`src/sv/act_pkg.sv`:
```
// Package for the AABB contact tracker: event codes, controller states,
// command and status bundles, mask reset value and the kind-pair lookup.
// No dependencies; used by act_ctrl, act_dp and aabb_contact_tracker_top.
package act_pkg;

  localparam int KIND_BITS = 3;
  localparam int DIM_BITS  = 10;
  localparam int KINDS     = 7;
  localparam int MASK_BITS = 49;

  localparam logic [MASK_BITS-1:0] PAIR_MASK_RST = 49'd8865357937152;
  localparam logic [KIND_BITS-1:0] KIND_INVALID  = 3'd7;

  typedef enum logic [1:0] {
    EV_BEGIN = 2'd0,
    EV_STAY  = 2'd1,
    EV_END   = 2'd2,
    EV_NONE  = 2'd3
  } ev_kind_t;

  typedef enum logic [2:0] {
    ST_IDLE,
    ST_PAIR,
    ST_EVAL,
    ST_EMIT_A,
    ST_EMIT_B,
    ST_FINISH
  } state_t;

  typedef struct packed {
    logic rd;
    logic eval;
    logic push_a;
    logic push_b;
    logic finish;
  } cmd_t;

  typedef struct packed {
    logic pair_present;
    logic ev_a_v;
    logic ev_b_v;
    logic can_push;
    logic out_free;
  } status_t;

  // Kind a reacts to kind b; kind seven has no mask bits.
  function automatic logic reacts(logic [MASK_BITS-1:0] mask,
                                  logic [KIND_BITS-1:0] a,
                                  logic [KIND_BITS-1:0] b);
    logic [5:0] idx;
    idx = 6'(a) * 6'(KINDS) + 6'(b);
    if (a == KIND_INVALID || b == KIND_INVALID) begin
      return 1'b0;
    end
    return mask[idx];
  endfunction

endpackage

```
`src/sv/act_ctrl.sv`:
```
// Controller for the AABB contact tracker: load/scan state machine and
// pair counters. Depends on act_pkg.
module act_ctrl #(
  parameter int MAX_SLOTS = 8
) (
  input  logic                                  clk,
  input  logic                                  rst_n,
  input  logic                                  in_valid,
  input  logic                                  in_last_item,
  output logic                                  in_stall,
  input  act_pkg::status_t                      st,
  output act_pkg::cmd_t                         cmd,
  output logic [((MAX_SLOTS > 1) ? $clog2(MAX_SLOTS) : 1)-1:0] j_idx,
  output logic [((MAX_SLOTS > 1) ? $clog2(MAX_SLOTS) : 1)-1:0] k_idx
);

  localparam int SLOT_IW = (MAX_SLOTS > 1) ? $clog2(MAX_SLOTS) : 1;
  localparam logic [SLOT_IW-1:0] LAST_K = SLOT_IW'(MAX_SLOTS - 1);
  localparam logic [SLOT_IW-1:0] LAST_J = SLOT_IW'(MAX_SLOTS - 2);

  act_pkg::state_t state_r, state_nxt;
  logic [SLOT_IW-1:0] j_r, j_nxt, k_r, k_nxt;
  logic adv;

  always_ff @(posedge clk) begin
    if (!rst_n) begin
      state_r <= act_pkg::ST_IDLE;
      j_r     <= '0;
      k_r     <= '0;
    end else begin
      state_r <= state_nxt;
      j_r     <= j_nxt;
      k_r     <= k_nxt;
    end
  end

  always_comb begin
    state_nxt = state_r;
    j_nxt     = j_r;
    k_nxt     = k_r;
    cmd       = '0;
    adv       = 1'b0;
    case (state_r)
      act_pkg::ST_IDLE: begin
        if (in_valid && in_last_item) begin
          state_nxt = act_pkg::ST_PAIR;
          j_nxt     = '0;
          k_nxt     = SLOT_IW'(1);
        end
      end
      act_pkg::ST_PAIR: begin
        if (st.pair_present) begin
          cmd.rd    = 1'b1;
          state_nxt = act_pkg::ST_EVAL;
        end else begin
          adv = 1'b1;
        end
      end
      act_pkg::ST_EVAL: begin
        cmd.eval  = 1'b1;
        state_nxt = act_pkg::ST_EMIT_A;
      end
      act_pkg::ST_EMIT_A: begin
        if (!st.ev_a_v) begin
          state_nxt = act_pkg::ST_EMIT_B;
        end else if (st.can_push) begin
          cmd.push_a = 1'b1;
          state_nxt  = act_pkg::ST_EMIT_B;
        end
      end
      act_pkg::ST_EMIT_B: begin
        if (!st.ev_b_v) begin
          adv = 1'b1;
        end else if (st.can_push) begin
          cmd.push_b = 1'b1;
          adv        = 1'b1;
        end
      end
      act_pkg::ST_FINISH: begin
        if (st.out_free) begin
          cmd.finish = 1'b1;
          state_nxt  = act_pkg::ST_IDLE;
        end
      end
      default: begin
        state_nxt = act_pkg::ST_IDLE;
      end
    endcase

    // Advance to the next pair j < k, or close the frame.
    if (adv) begin
      if (k_r == LAST_K) begin
        if (j_r == LAST_J) begin
          state_nxt = act_pkg::ST_FINISH;
        end else begin
          j_nxt     = j_r + SLOT_IW'(1);
          k_nxt     = j_r + SLOT_IW'(2);
          state_nxt = act_pkg::ST_PAIR;
        end
      end else begin
        k_nxt     = k_r + SLOT_IW'(1);
        state_nxt = act_pkg::ST_PAIR;
      end
    end
  end

  assign in_stall = (state_r != act_pkg::ST_IDLE);
  assign j_idx    = j_r;
  assign k_idx    = k_r;

endmodule

```
`src/sv/act_dp.sv`:
```
// Datapath for the AABB contact tracker: slot table memory, present bits,
// contact marks, overlap test, event hold stage and output register.
// Depends on act_pkg.
module act_dp #(
  parameter int MAX_SLOTS  = 8,
  parameter int COORD_BITS = 11
) (
  input  logic                                  clk,
  input  logic                                  rst_n,
  input  logic                                  cfg_write_en,
  input  logic [act_pkg::MASK_BITS-1:0]         cfg_wdata,
  input  logic                                  in_accept,
  input  logic [2:0]                            in_slot,
  input  logic                                  in_present,
  input  logic signed [COORD_BITS-1:0]          in_pos_x,
  input  logic signed [COORD_BITS-1:0]          in_pos_y,
  input  logic [act_pkg::DIM_BITS-1:0]          in_width,
  input  logic [act_pkg::DIM_BITS-1:0]          in_height,
  input  logic [act_pkg::KIND_BITS-1:0]         in_kind,
  input  logic                                  in_has_listener,
  input  logic [((MAX_SLOTS > 1) ? $clog2(MAX_SLOTS) : 1)-1:0] j_idx,
  input  logic [((MAX_SLOTS > 1) ? $clog2(MAX_SLOTS) : 1)-1:0] k_idx,
  input  act_pkg::cmd_t                         cmd,
  output act_pkg::status_t                      st,
  output logic                                  out_valid,
  input  logic                                  out_stall,
  output logic [1:0]                            out_event_kind,
  output logic [2:0]                            out_receiver,
  output logic [2:0]                            out_other,
  output logic                                  out_last_event
);

  localparam int SLOT_IW = (MAX_SLOTS > 1) ? $clog2(MAX_SLOTS) : 1;
  localparam int DB      = act_pkg::DIM_BITS;
  localparam int KB      = act_pkg::KIND_BITS;
  localparam int REC_W   = 2 * COORD_BITS + 2 * DB + KB + 1;
  localparam int KIND_LO = 1;
  localparam int H_LO    = KIND_LO + KB;
  localparam int W_LO    = H_LO + DB;
  localparam int Y_LO    = W_LO + DB;
  localparam int X_LO    = Y_LO + COORD_BITS;
  localparam int SUM_W   = ((COORD_BITS > DB) ? COORD_BITS : DB + 1) + 1;

  logic [act_pkg::MASK_BITS-1:0] pair_mask_r;
  logic [REC_W-1:0]              slot_mem [MAX_SLOTS];
  logic [REC_W-1:0]              rec_j_r, rec_k_r;
  logic [MAX_SLOTS-1:0]          present_r;
  logic [MAX_SLOTS-1:0]          marks_r [MAX_SLOTS];

  logic               slot_ok;
  logic [SLOT_IW-1:0] slot_idx;

  logic signed [COORD_BITS-1:0] xj_raw, yj_raw, xk_raw, yk_raw;
  logic signed [SUM_W-1:0] xj, yj, xk, yk, wj, hj, wk, hk;
  logic signed [SUM_W-1:0] xj_end, yj_end, xk_end, yk_end;
  logic                    ovl;
  logic [KB-1:0]           kind_j, kind_k;
  logic                    lis_j, lis_k;
  logic                    mark_a, mark_b, mark_a_nxt, mark_b_nxt;
  logic                    react_a, react_b;
  logic                    ev_a_v_nxt, ev_b_v_nxt;
  act_pkg::ev_kind_t       ev_a_kind_nxt, ev_b_kind_nxt;

  logic              ev_a_v_r, ev_b_v_r;
  act_pkg::ev_kind_t ev_a_kind_r, ev_b_kind_r;

  logic              held_v_r;
  act_pkg::ev_kind_t held_kind_r;
  logic [2:0]        held_recv_r, held_oth_r;
  logic              out_valid_r, out_last_r;
  act_pkg::ev_kind_t out_kind_r;
  logic [2:0]        out_recv_r, out_oth_r;

  logic              push;
  act_pkg::ev_kind_t push_kind;
  logic [2:0]        push_recv, push_oth;
  logic              out_free;

  assign slot_ok  = ({1'b0, in_slot} < 4'(MAX_SLOTS));
  assign slot_idx = in_slot[SLOT_IW-1:0];

  always_ff @(posedge clk) begin
    if (!rst_n) begin
      pair_mask_r <= act_pkg::PAIR_MASK_RST;
    end else if (cfg_write_en) begin
      pair_mask_r <= cfg_wdata;
    end
  end

  // Slot table: one write port, two registered read ports.
  always_ff @(posedge clk) begin
    if (in_accept && slot_ok && in_present) begin
      slot_mem[slot_idx] <= {in_pos_x, in_pos_y, in_width, in_height, in_kind,
                             in_has_listener};
    end
    if (cmd.rd) begin
      rec_j_r <= slot_mem[j_idx];
      rec_k_r <= slot_mem[k_idx];
    end
  end

  always_ff @(posedge clk) begin
    if (!rst_n) begin
      present_r <= '0;
      for (int i = 0; i < MAX_SLOTS; i++) begin
        marks_r[i] <= '0;
      end
    end else begin
      if (in_accept && slot_ok) begin
        present_r[slot_idx] <= in_present;
        if (!in_present) begin
          marks_r[slot_idx] <= '0;
          for (int i = 0; i < MAX_SLOTS; i++) begin
            marks_r[i][slot_idx] <= 1'b0;
          end
        end
      end
      if (cmd.eval) begin
        marks_r[j_idx][k_idx] <= mark_a_nxt;
        marks_r[k_idx][j_idx] <= mark_b_nxt;
      end
    end
  end

  // Overlap test on the two registered records.
  assign xj_raw = rec_j_r[X_LO +: COORD_BITS];
  assign yj_raw = rec_j_r[Y_LO +: COORD_BITS];
  assign xk_raw = rec_k_r[X_LO +: COORD_BITS];
  assign yk_raw = rec_k_r[Y_LO +: COORD_BITS];
  assign xj = SUM_W'(xj_raw);
  assign yj = SUM_W'(yj_raw);
  assign xk = SUM_W'(xk_raw);
  assign yk = SUM_W'(yk_raw);
  assign wj = SUM_W'(rec_j_r[W_LO +: DB]);
  assign hj = SUM_W'(rec_j_r[H_LO +: DB]);
  assign wk = SUM_W'(rec_k_r[W_LO +: DB]);
  assign hk = SUM_W'(rec_k_r[H_LO +: DB]);
  assign xj_end = xj + wj;
  assign yj_end = yj + hj;
  assign xk_end = xk + wk;
  assign yk_end = yk + hk;
  assign ovl = (xj < xk_end) && (xj_end > xk) && (yj < yk_end) && (yj_end > yk);

  assign kind_j  = rec_j_r[KIND_LO +: KB];
  assign kind_k  = rec_k_r[KIND_LO +: KB];
  assign lis_j   = rec_j_r[0];
  assign lis_k   = rec_k_r[0];
  assign mark_a  = marks_r[j_idx][k_idx];
  assign mark_b  = marks_r[k_idx][j_idx];
  assign react_a = act_pkg::reacts(pair_mask_r, kind_j, kind_k) && lis_j;
  assign react_b = act_pkg::reacts(pair_mask_r, kind_k, kind_j) && lis_k;

  always_comb begin
    ev_a_v_nxt    = 1'b0;
    ev_a_kind_nxt = act_pkg::EV_BEGIN;
    mark_a_nxt    = mark_a;
    ev_b_v_nxt    = 1'b0;
    ev_b_kind_nxt = act_pkg::EV_BEGIN;
    mark_b_nxt    = mark_b;
    if (ovl) begin
      if (react_a) begin
        ev_a_v_nxt    = 1'b1;
        ev_a_kind_nxt = mark_a ? act_pkg::EV_STAY : act_pkg::EV_BEGIN;
        mark_a_nxt    = 1'b1;
      end
      if (react_b) begin
        ev_b_v_nxt    = 1'b1;
        ev_b_kind_nxt = mark_b ? act_pkg::EV_STAY : act_pkg::EV_BEGIN;
        mark_b_nxt    = 1'b1;
      end
    end else begin
      if (mark_a) begin
        ev_a_v_nxt    = 1'b1;
        ev_a_kind_nxt = act_pkg::EV_END;
        mark_a_nxt    = 1'b0;
      end
      if (mark_b) begin
        ev_b_v_nxt    = 1'b1;
        ev_b_kind_nxt = act_pkg::EV_END;
        mark_b_nxt    = 1'b0;
      end
    end
  end

  always_ff @(posedge clk) begin
    if (!rst_n) begin
      ev_a_v_r <= 1'b0;
      ev_b_v_r <= 1'b0;
    end else if (cmd.eval) begin
      ev_a_v_r <= ev_a_v_nxt;
      ev_b_v_r <= ev_b_v_nxt;
    end
  end

  always_ff @(posedge clk) begin
    if (cmd.eval) begin
      ev_a_kind_r <= ev_a_kind_nxt;
      ev_b_kind_r <= ev_b_kind_nxt;
    end
  end

  // Hold the newest event back one step so the frame's last one is known.
  assign out_free  = !out_valid_r || !out_stall;
  assign push      = cmd.push_a || cmd.push_b;
  assign push_kind = cmd.push_a ? ev_a_kind_r : ev_b_kind_r;
  assign push_recv = cmd.push_a ? 3'(j_idx) : 3'(k_idx);
  assign push_oth  = cmd.push_a ? 3'(k_idx) : 3'(j_idx);

  always_ff @(posedge clk) begin
    if (!rst_n) begin
      out_valid_r <= 1'b0;
      held_v_r    <= 1'b0;
    end else begin
      if (out_valid_r && !out_stall) begin
        out_valid_r <= 1'b0;
      end
      if (push) begin
        if (held_v_r) begin
          out_valid_r <= 1'b1;
        end
        held_v_r <= 1'b1;
      end
      if (cmd.finish) begin
        out_valid_r <= 1'b1;
        held_v_r    <= 1'b0;
      end
    end
  end

  always_ff @(posedge clk) begin
    if (push) begin
      if (held_v_r) begin
        out_kind_r <= held_kind_r;
        out_recv_r <= held_recv_r;
        out_oth_r  <= held_oth_r;
        out_last_r <= 1'b0;
      end
      held_kind_r <= push_kind;
      held_recv_r <= push_recv;
      held_oth_r  <= push_oth;
    end
    if (cmd.finish) begin
      out_last_r <= 1'b1;
      if (held_v_r) begin
        out_kind_r <= held_kind_r;
        out_recv_r <= held_recv_r;
        out_oth_r  <= held_oth_r;
      end else begin
        out_kind_r <= act_pkg::EV_NONE;
        out_recv_r <= '0;
        out_oth_r  <= '0;
      end
    end
  end

  assign st.pair_present = present_r[j_idx] && present_r[k_idx];
  assign st.ev_a_v       = ev_a_v_r;
  assign st.ev_b_v       = ev_b_v_r;
  assign st.can_push     = !held_v_r || out_free;
  assign st.out_free     = out_free;

  assign out_valid      = out_valid_r;
  assign out_event_kind = out_kind_r;
  assign out_receiver   = out_recv_r;
  assign out_other      = out_oth_r;
  assign out_last_event = out_last_r;

endmodule

```
`src/sv/aabb_contact_tracker_top.sv`:
```
// Top level of the AABB contact tracker: joins the controller and datapath.
// Depends on act_pkg, act_ctrl and act_dp.
//
// The host loads one transaction per collider slot, one per cycle, in slot
// order; a slot loaded absent drops every contact mark it is part of. The
// transaction carrying in_last_item starts the pair scan, and the input
// stalls until the scan has handed its final event to the output register.
// The scan walks every pair j < k of the MAX_SLOTS slots: a pair with an
// absent slot is skipped, a pair of present slots passes through a two-port
// slot table read, overlap evaluation and one state for each direction's
// event, where each event waits while the output is stalled, and closing
// the frame ends the scan.
// Events come out as begin, stay or end with receiver and other slot; the
// last one of a frame has out_last_event set, and a frame without events
// gives a single transaction with event kind "none". pair_mask bit a*7+b
// lets kind a react to kind b; write it through cfg_write_en while idle.
module aabb_contact_tracker_top #(
  parameter int MAX_SLOTS  = 8,
  parameter int COORD_BITS = 11
) (
  input  logic                          clk,
  input  logic                          rst_n,
  // configuration
  input  logic                          cfg_write_en,
  input  logic [act_pkg::MASK_BITS-1:0] cfg_wdata,
  // slot load channel
  input  logic                          in_valid,
  output logic                          in_stall,
  input  logic [2:0]                    in_slot,
  input  logic                          in_present,
  input  logic signed [COORD_BITS-1:0]  in_pos_x,
  input  logic signed [COORD_BITS-1:0]  in_pos_y,
  input  logic [act_pkg::DIM_BITS-1:0]  in_width,
  input  logic [act_pkg::DIM_BITS-1:0]  in_height,
  input  logic [act_pkg::KIND_BITS-1:0] in_kind,
  input  logic                          in_has_listener,
  input  logic                          in_last_item,
  // event channel
  output logic                          out_valid,
  input  logic                          out_stall,
  output logic [1:0]                    out_event_kind,
  output logic [2:0]                    out_receiver,
  output logic [2:0]                    out_other,
  output logic                          out_last_event
);

  localparam int SLOT_IW = (MAX_SLOTS > 1) ? $clog2(MAX_SLOTS) : 1;

  act_pkg::cmd_t      cmd;
  act_pkg::status_t   st;
  logic [SLOT_IW-1:0] j_idx, k_idx;
  logic               in_accept;

  assign in_accept = in_valid && !in_stall;

  // Sequence loading, the pair scan and frame close.
  act_ctrl #(
    .MAX_SLOTS (MAX_SLOTS)
  ) u_ctrl (
    .clk          (clk),
    .rst_n        (rst_n),
    .in_valid     (in_valid),
    .in_last_item (in_last_item),
    .in_stall     (in_stall),
    .st           (st),
    .cmd          (cmd),
    .j_idx        (j_idx),
    .k_idx        (k_idx)
  );

  // Store slots, track marks, test overlap and drive the event register.
  act_dp #(
    .MAX_SLOTS  (MAX_SLOTS),
    .COORD_BITS (COORD_BITS)
  ) u_dp (
    .clk             (clk),
    .rst_n           (rst_n),
    .cfg_write_en    (cfg_write_en),
    .cfg_wdata       (cfg_wdata),
    .in_accept       (in_accept),
    .in_slot         (in_slot),
    .in_present      (in_present),
    .in_pos_x        (in_pos_x),
    .in_pos_y        (in_pos_y),
    .in_width        (in_width),
    .in_height       (in_height),
    .in_kind         (in_kind),
    .in_has_listener (in_has_listener),
    .j_idx           (j_idx),
    .k_idx           (k_idx),
    .cmd             (cmd),
    .st              (st),
    .out_valid       (out_valid),
    .out_stall       (out_stall),
    .out_event_kind  (out_event_kind),
    .out_receiver    (out_receiver),
    .out_other       (out_other),
    .out_last_event  (out_last_event)
  );

`ifndef SYNTHESIS
  // A final slot transaction must start the scan and block further loads.
  a_scan_start: assert property (@(posedge clk) disable iff (!rst_n)
    in_accept && in_last_item |=> in_stall)
    else $error("scan did not start after last slot");

  // An event push must never overwrite a result still waiting at the output.
  a_push_room: assert property (@(posedge clk) disable iff (!rst_n)
    (cmd.push_a || cmd.push_b) |-> st.can_push)
    else $error("event pushed with no room");

  // Frame close only when the output register can take the final event.
  a_finish_room: assert property (@(posedge clk) disable iff (!rst_n)
    cmd.finish |-> st.out_free)
    else $error("frame closed over a pending result");

  // Evaluation uses records read in the cycle before.
  a_eval_after_read: assert property (@(posedge clk) disable iff (!rst_n)
    cmd.eval |-> $past(cmd.rd))
    else $error("evaluation without slot read");
`endif

endmodule
```
`config.mk`:
```
export PLATFORM = sky130hd
export DESIGN_NAME = aabb_contact_tracker_top
export DESIGN_NICKNAME = d
export VERILOG_FILES = /design/src/sv/act_pkg.sv /design/src/sv/act_ctrl.sv /design/src/sv/act_dp.sv /design/src/sv/aabb_contact_tracker_top.sv
export SDC_FILE = /design/constraint.sdc
export NUM_CORES = 1
export LEC_CHECK = 0
export ABC_CLOCK_PERIOD_IN_PS = 7450
export BUFFER_PORTS_ARGS = -buffer_cell sky130_fd_sc_hd__buf_2
export CORE_MARGIN = 5
export CORE_UTILIZATION = 55
export CTS_CLUSTER_SIZE = 30
export DETAILED_ROUTE_END_ITERATION = 12
export PLACE_DENSITY_LB_ADDON = 0.3
export SLEW_MARGIN = 20
export SYNTH_ARGS = -nofsm -noshare
export SYNTH_HDL_FRONTEND = slang
export SYNTH_SLANG_ARGS = --single-unit
```
`constraint.sdc`:
```
create_clock -name clk -period 7.45 [get_ports clk]
set_input_delay 1.49 -clock clk [delete_from_list [all_inputs] [get_ports clk]]
set_output_delay 1.49 -clock clk [all_outputs]
set_load 0.02 [all_outputs]
```
=== After elaboration in Yosys (flattened, before gate mapping) ===
Memory sizes are Yosys's and may differ from the RTL's. A register that Yosys moved wholly into a read port is not among the register bits.
Cells that the tools add are included.

* Register bits: 91
* Logic and storage cells: 529
* Bits of input ports: 105
* Memories: 2
* Output and inout port bits: 11
* RAM bits: 432

* Muxes and demuxes: 176
* $lt $le $gt $ge: 12
* Reductions and logical operators: 31
* Equal/unequal tests: 22
* Bitwise gates (word level): 257
* $add $sub $neg: 9
* Multiply operators: 2

{| class="wikitable"
|+ Memory list
! name !! words !! bits a word !! read ports !! clocked after Yosys merged registers in !! wr ports !! line !! text
|-
| u_dp.slot_mem || 8 || 46 || 2 || 2 || 1 || act_dp.sv:45 || <nowiki>logic [REC_W-1:0] slot_mem [MAX_SLOTS];</nowiki>
|-
| u_dp.marks_r || 8 || 8 || 2 || 2 || 9 || act_dp.sv:48 || <nowiki>logic [MAX_SLOTS-1:0] marks_r [MAX_SLOTS];</nowiki>
|}

{| class="wikitable"
|+ Operators with widths
! cell !! number
|-
| 1-bit AND || 128
|-
| 1-bit 2-to-1 mux || 114
|-
| 3-bit 2-to-1 mux || 32
|-
| 1-bit inverter || 65
|-
| 1-bit bitwise OR || 64
|-
| 8-bit 2-to-1 mux || 7
|-
| 11-bit by 11-bit adder with 12-bit output || 4
|-
| 3-bit == test (second input constant) || 14
|-
| 12-bit by 11-bit greater-than comparator with 1-bit output || 2
|-
| 11-bit by 12-bit less-than comparator with 1-bit output || 2
|-
| 2-bit 2-to-1 mux || 11
|-
| 3-bit case mux with 6 select lines || 1
|-
| 8-bit OR reduction || 2
|-
| 6-bit by 7-bit less-than comparator with 1-bit output (second input constant) || 2
|-
| 1-bit logical AND || 13
|-
| 6-bit by 3-bit adder with 6-bit output || 2
|-
| 1-bit binary-select mux with 3-bit select || 4
|-
| 1-bit binary-select mux with 6-bit select || 2
|-
| 3-bit by 4-bit less-than comparator with 1-bit output (second input constant) || 3
|-
| 3-bit by 3-bit multiplier with 6-bit output (second input constant) || 2
|-
| 1-bit demux with 3-bit select || 3
|-
| 3-bit by 1-bit greater-or-equal comparator with 1-bit output (second input constant) || 3
|-
| 8-bit bitwise mux || 1
|-
| 3-bit by 1-bit adder with 3-bit output (second input constant) || 2
|-
| other kinds (16) || 26
|}

=== Depth between registers and ports, before layout ===
* Depth after elaboration: 16
* Mapped depth: 20
* Depth with buffers taken out: 20

=== Cells and area by module ===
Synthesis repeated with hierarchy kept, for this count alone.

* Cell total of the unflattened synthesis: 2305
* Area total of the unflattened synthesis: 30087.6 um2

{| class="wikitable"
|+ Modules (own cells, without submodules)
! module !! cells an instance !! area an instance (um2) !! times used !! sequential area each (um2)
|-
| act_dp || 2214 || 29365.7 || 1 || 17576.9
|-
| act_ctrl || 90 || 708.2 || 1 || 180.2
|-
| aabb_contact_tracker_top || 1 || 13.8 || 1 || 0.0
|}

=== Least setup slack after synthesis ===
Ideal clock, no wire load.

* Path type: flip-flop to flip-flop
* From: register u_ctrl.j_r[2], in the netlist u_ctrl.j_idx[2]
* To: register u_dp.rec_j_r[0] (read register of u_dp.slot_mem) (enable)
* Cell stages (with the launch flop): 6
* Data arrival time: 5162 ps
* Period minus slack after synthesis: 5705 ps
* Setup time: 543 ps
* Path buffers: 1
* Path slack: 1745 ps
* Required time: 6907 ps
* Path through: dfxtp_1 -> clkbuf_1 -> clkinv_1 -> mux2_2 -> nand2_1 -> nor2_1

{| class="wikitable"
|+ RTL lines
! element !! line !! text
|-
| from (decl) || act_ctrl.sv:22 || <nowiki>logic [SLOT_IW-1:0] j_r, j_nxt, k_r, k_nxt;</nowiki>
|-
| from (signal assigned) || act_ctrl.sv:32 || <nowiki>j_r <= j_nxt;</nowiki>
|-
| to (decl) || act_dp.sv:46 || <nowiki>logic [REC_W-1:0] rec_j_r, rec_k_r;</nowiki>
|}

==> metrics.csv <==
metric,value,unit
grt_usage,27.2,%
syn_nets,2561,
drt_iter0_markers,3007,
seqPwrFrac,45.8,%
synth_seq_cells,615,
ctsResizeCount,0,
die_h,248,um
final_design_area_no_fill,34400,um^2
drive_gt1_share,17.3,%
cts-buffers-inserted,66,
post_cts_buffers,0,
drtAntennaViolNets,0,
worst_ep_required_time,7.86,ns
dpl.cell_count,3080,
firstDrtPassIters,7,
ys_top_cells_by_area,"edfxtp_1, mux4_2, dfxtp_1, ha_1, a22oi_1",
synth_top_cell_by_area,edfxtp_1,
die_w,248,um
grt_pass1_wl,128000,um
worst_pin_slew,1.19,ns
gp_routability_congestion,0.899,
ys.flop_type,edfxtp_1,
finalCritPeriodShare,73.9,%
fin_tns_setup,0,ns
vdd_drop_max,165,uV
grt_max_degree,76,
clock_skew,0.0432,ns
final_max_slew_viol_count,0,
crit_top_cell,a21oi_1,
wl_per_cell,26.3,um
synth_top_cell_area_share,52.4,%
row_count,87,
p_per_area,256,nW/um^2
antenna_found_initial,13,
r2r_setup_slack,1.95,ns
ys_seq_area_share,57.0,%
cp.arrival,5.92,ns
synth_area,31100,um^2
vias,21800,
yosysMostFrequentCell,edfxtp_1,
port-buffer-count,115,
switching_power,2490,uW
cts_max_level,3,
synthTopCellsByCount,"edfxtp_1, nand2_1, a22oi_1, mux4_2, ha_1",
setup_violations,0,
yosysWarningCount,0,
hpwlAfterDp,49100,um
worst-path-buf-inv,1,
path_class,reg2reg,
synthArstFlopShare,0,%
clk_pin_slew,0.06,ns
pin_count,116,
slew_headroom,20.9,%
fmax,0.182,GHz
drv_cap,0,
cts_hold_buf,0,
min-delay-start,u_dp.out_last_event$_SDFFE_PP1P_,
overflow,0,
drt-vias-per-instance,6.80,
final_cells,3205,
design.die.area,61500,um^2
avgSynthCellArea,13.4,um^2
p_leak,0.0118,uW
status,"complete, no violations",
ys_types,69,
cts_sinks,615,
start_kind,flip-flop,
cts_tree,yes,
pwr-share-clk,36.7,%
nNetsFinal,2622,
start_util,55.3,%
path_delay_family,compound AO/OA/AOI/OAI gates,
path_cells,"ha_1, a21o_1, a21oi_1, o21ai_0, a21oi_1, o21ai_0, a211oi_1, nor2_1, or3_1, ha_1, nor4b_1, nand2_1, a2111oi_0, a21oi_1, nor4b_4, o21ai_4, buf_4, o32ai_1",
placed_cell_area,32300,um^2
hold_path_class,reg2reg,
crit_slowest_cell,nor4b_4,
core,56300,um^2
area_delta_synth_final,10.5,%
cts.path.max_buffers,3,
hold_violations,0,
worstSetupEndpointType,flip-flop,
critPathMaxFanout,64,
r2r-start,u_dp.rec_k_r[5]$_DFFE_PP_,
cpPeakStageDelay,0.72,ns
combPwrFrac,17.5,%
wirelength,84300,um
root_buffer,clkbuf_16,
synth_edf_count,544,
clock_latency,0.61,ns
syn_inst,2331,
crit_start,u_dp.rec_k_r[5]$_DFFE_PP_,
internal-power,6310,uW
rsz0062_at_grt,no,
first_global_vias,21700,
fin_crit,5.50,ns
route.detailed.drc,0,
switching_share,28.3,%
-- layout make-up --
type / count / area [um^2]
multi-input cells: 1487 / 12500
repair buffers: 144 / 797
clock buffers: 86 / 1810
fillers: 4219 / 21800
clock inverters: 31 / 287
flip-flops and latches: 615 / 17800
inverters: 78 / 293
diodes: 8 / 20.0
well taps: 756 / 946
-- final timing paths --
path                                                          to  cells past startpoint
worst max-delay path                u_dp.marks_r[3][7]$_DFFE_PP_                     18
worst max register to register      u_dp.marks_r[3][7]$_DFFE_PP_                     18
worst min-delay path            u_dp.out_last_event$_SDFFE_PP1P_                      2
worst min register to register  u_dp.out_last_event$_SDFFE_PP1P_                      2
-- registers in the layout, indices dropped and copies added (netlist names), 2 cells and up --
register,count
u_dp.present_r,8
u_ctrl.j_idx,3
u_dp.rec_j_r,46
u_dp.held_kind_r,2
u_dp.held_recv_r,3
u_ctrl.k_idx,3
u_ctrl.state_r,3
u_dp.ev_a_kind_r,2
u_dp.out_other,3
u_dp.slot_mem,368
u_dp.marks_r,64
u_dp.ev_b_kind_r,2
u_dp.held_oth_r,3
u_dp.out_receiver,3
u_dp.rec_k_r,46
u_dp.out_event_kind,2
u_dp.pair_mask_r,49
-- power by group through the flow --
stage                     sequential (uW)  clock, uW  combinational, uW
after floorplan                      4070          0                970
after global placement               4090          0               1450
after detailed placement             4090          0               1480
after CTS                            4020       3250               1500
after global routing                 4030       3400               1620
final                                4030       3230               1540
-- cell usage in the layout, fill, tap and decap left out, drive strengths merged, types with 21 or more instances in the layout --
cell type / count
nand3: 43
mux2i: 66
nand2: 279
o211ai: 60
o32ai: 59
xnor2: 24
inv: 76
ha: 113
nor2b: 33
o21ai: 45
mux4: 145
a21o: 21
edfxtp: 544
dfxtp: 71
nand4: 45
a21oi: 75
buf: 144
clkbuf: 86
nor2: 98
a22oi: 176
clkinv: 26
-- kinds of logic after synthesis --
family / count (synthesis) / synth area share [%]
adder cells (fa/ha/maj): 125 / 5.31
buffers and inverters: 229 / 3.04
XOR/XNOR: 35 / 0.984
AO/OA/AOI/OAI: 537 / 12.4
flip-flops: 615 / 57.0
multiplexers: 220 / 12.9
AND/OR/NAND/NOR: 570 / 8.36
-- layer usage --
metal  routed length (um)  GRT usage, %
met5                   75             0
met4                 2760          11.0
met3                 9030          5.83
met2                40700          43.9
met1                31700          36.3
-- worst min-delay path: stages, from the launching register on --
cell and delay [ns]:
dfxtp_1 0.31, nand2_1 0.05, nand2_1 0.05
-- through the flow --
stage / setup WS [ns] / total power (uW) / utilization (%) / hold slack (ns)
6_report: 1.95 / 8800 / 61.2 / 0.458
3_5_place_dp: 2.06 / 5580 / 57.4 / 0.463
4_1_cts: 2.04 / 8770 / 61.1 / 0.472
5_1_grt: 1.55 / 9060 / 61.2 / 0.491
2_1_floorplan: 1.75 / 5040 / - / 0.442
3_3_place_gp: 2.27 / 5540 / 57.4 / 0.426
(Power assumes the default switching activity.)
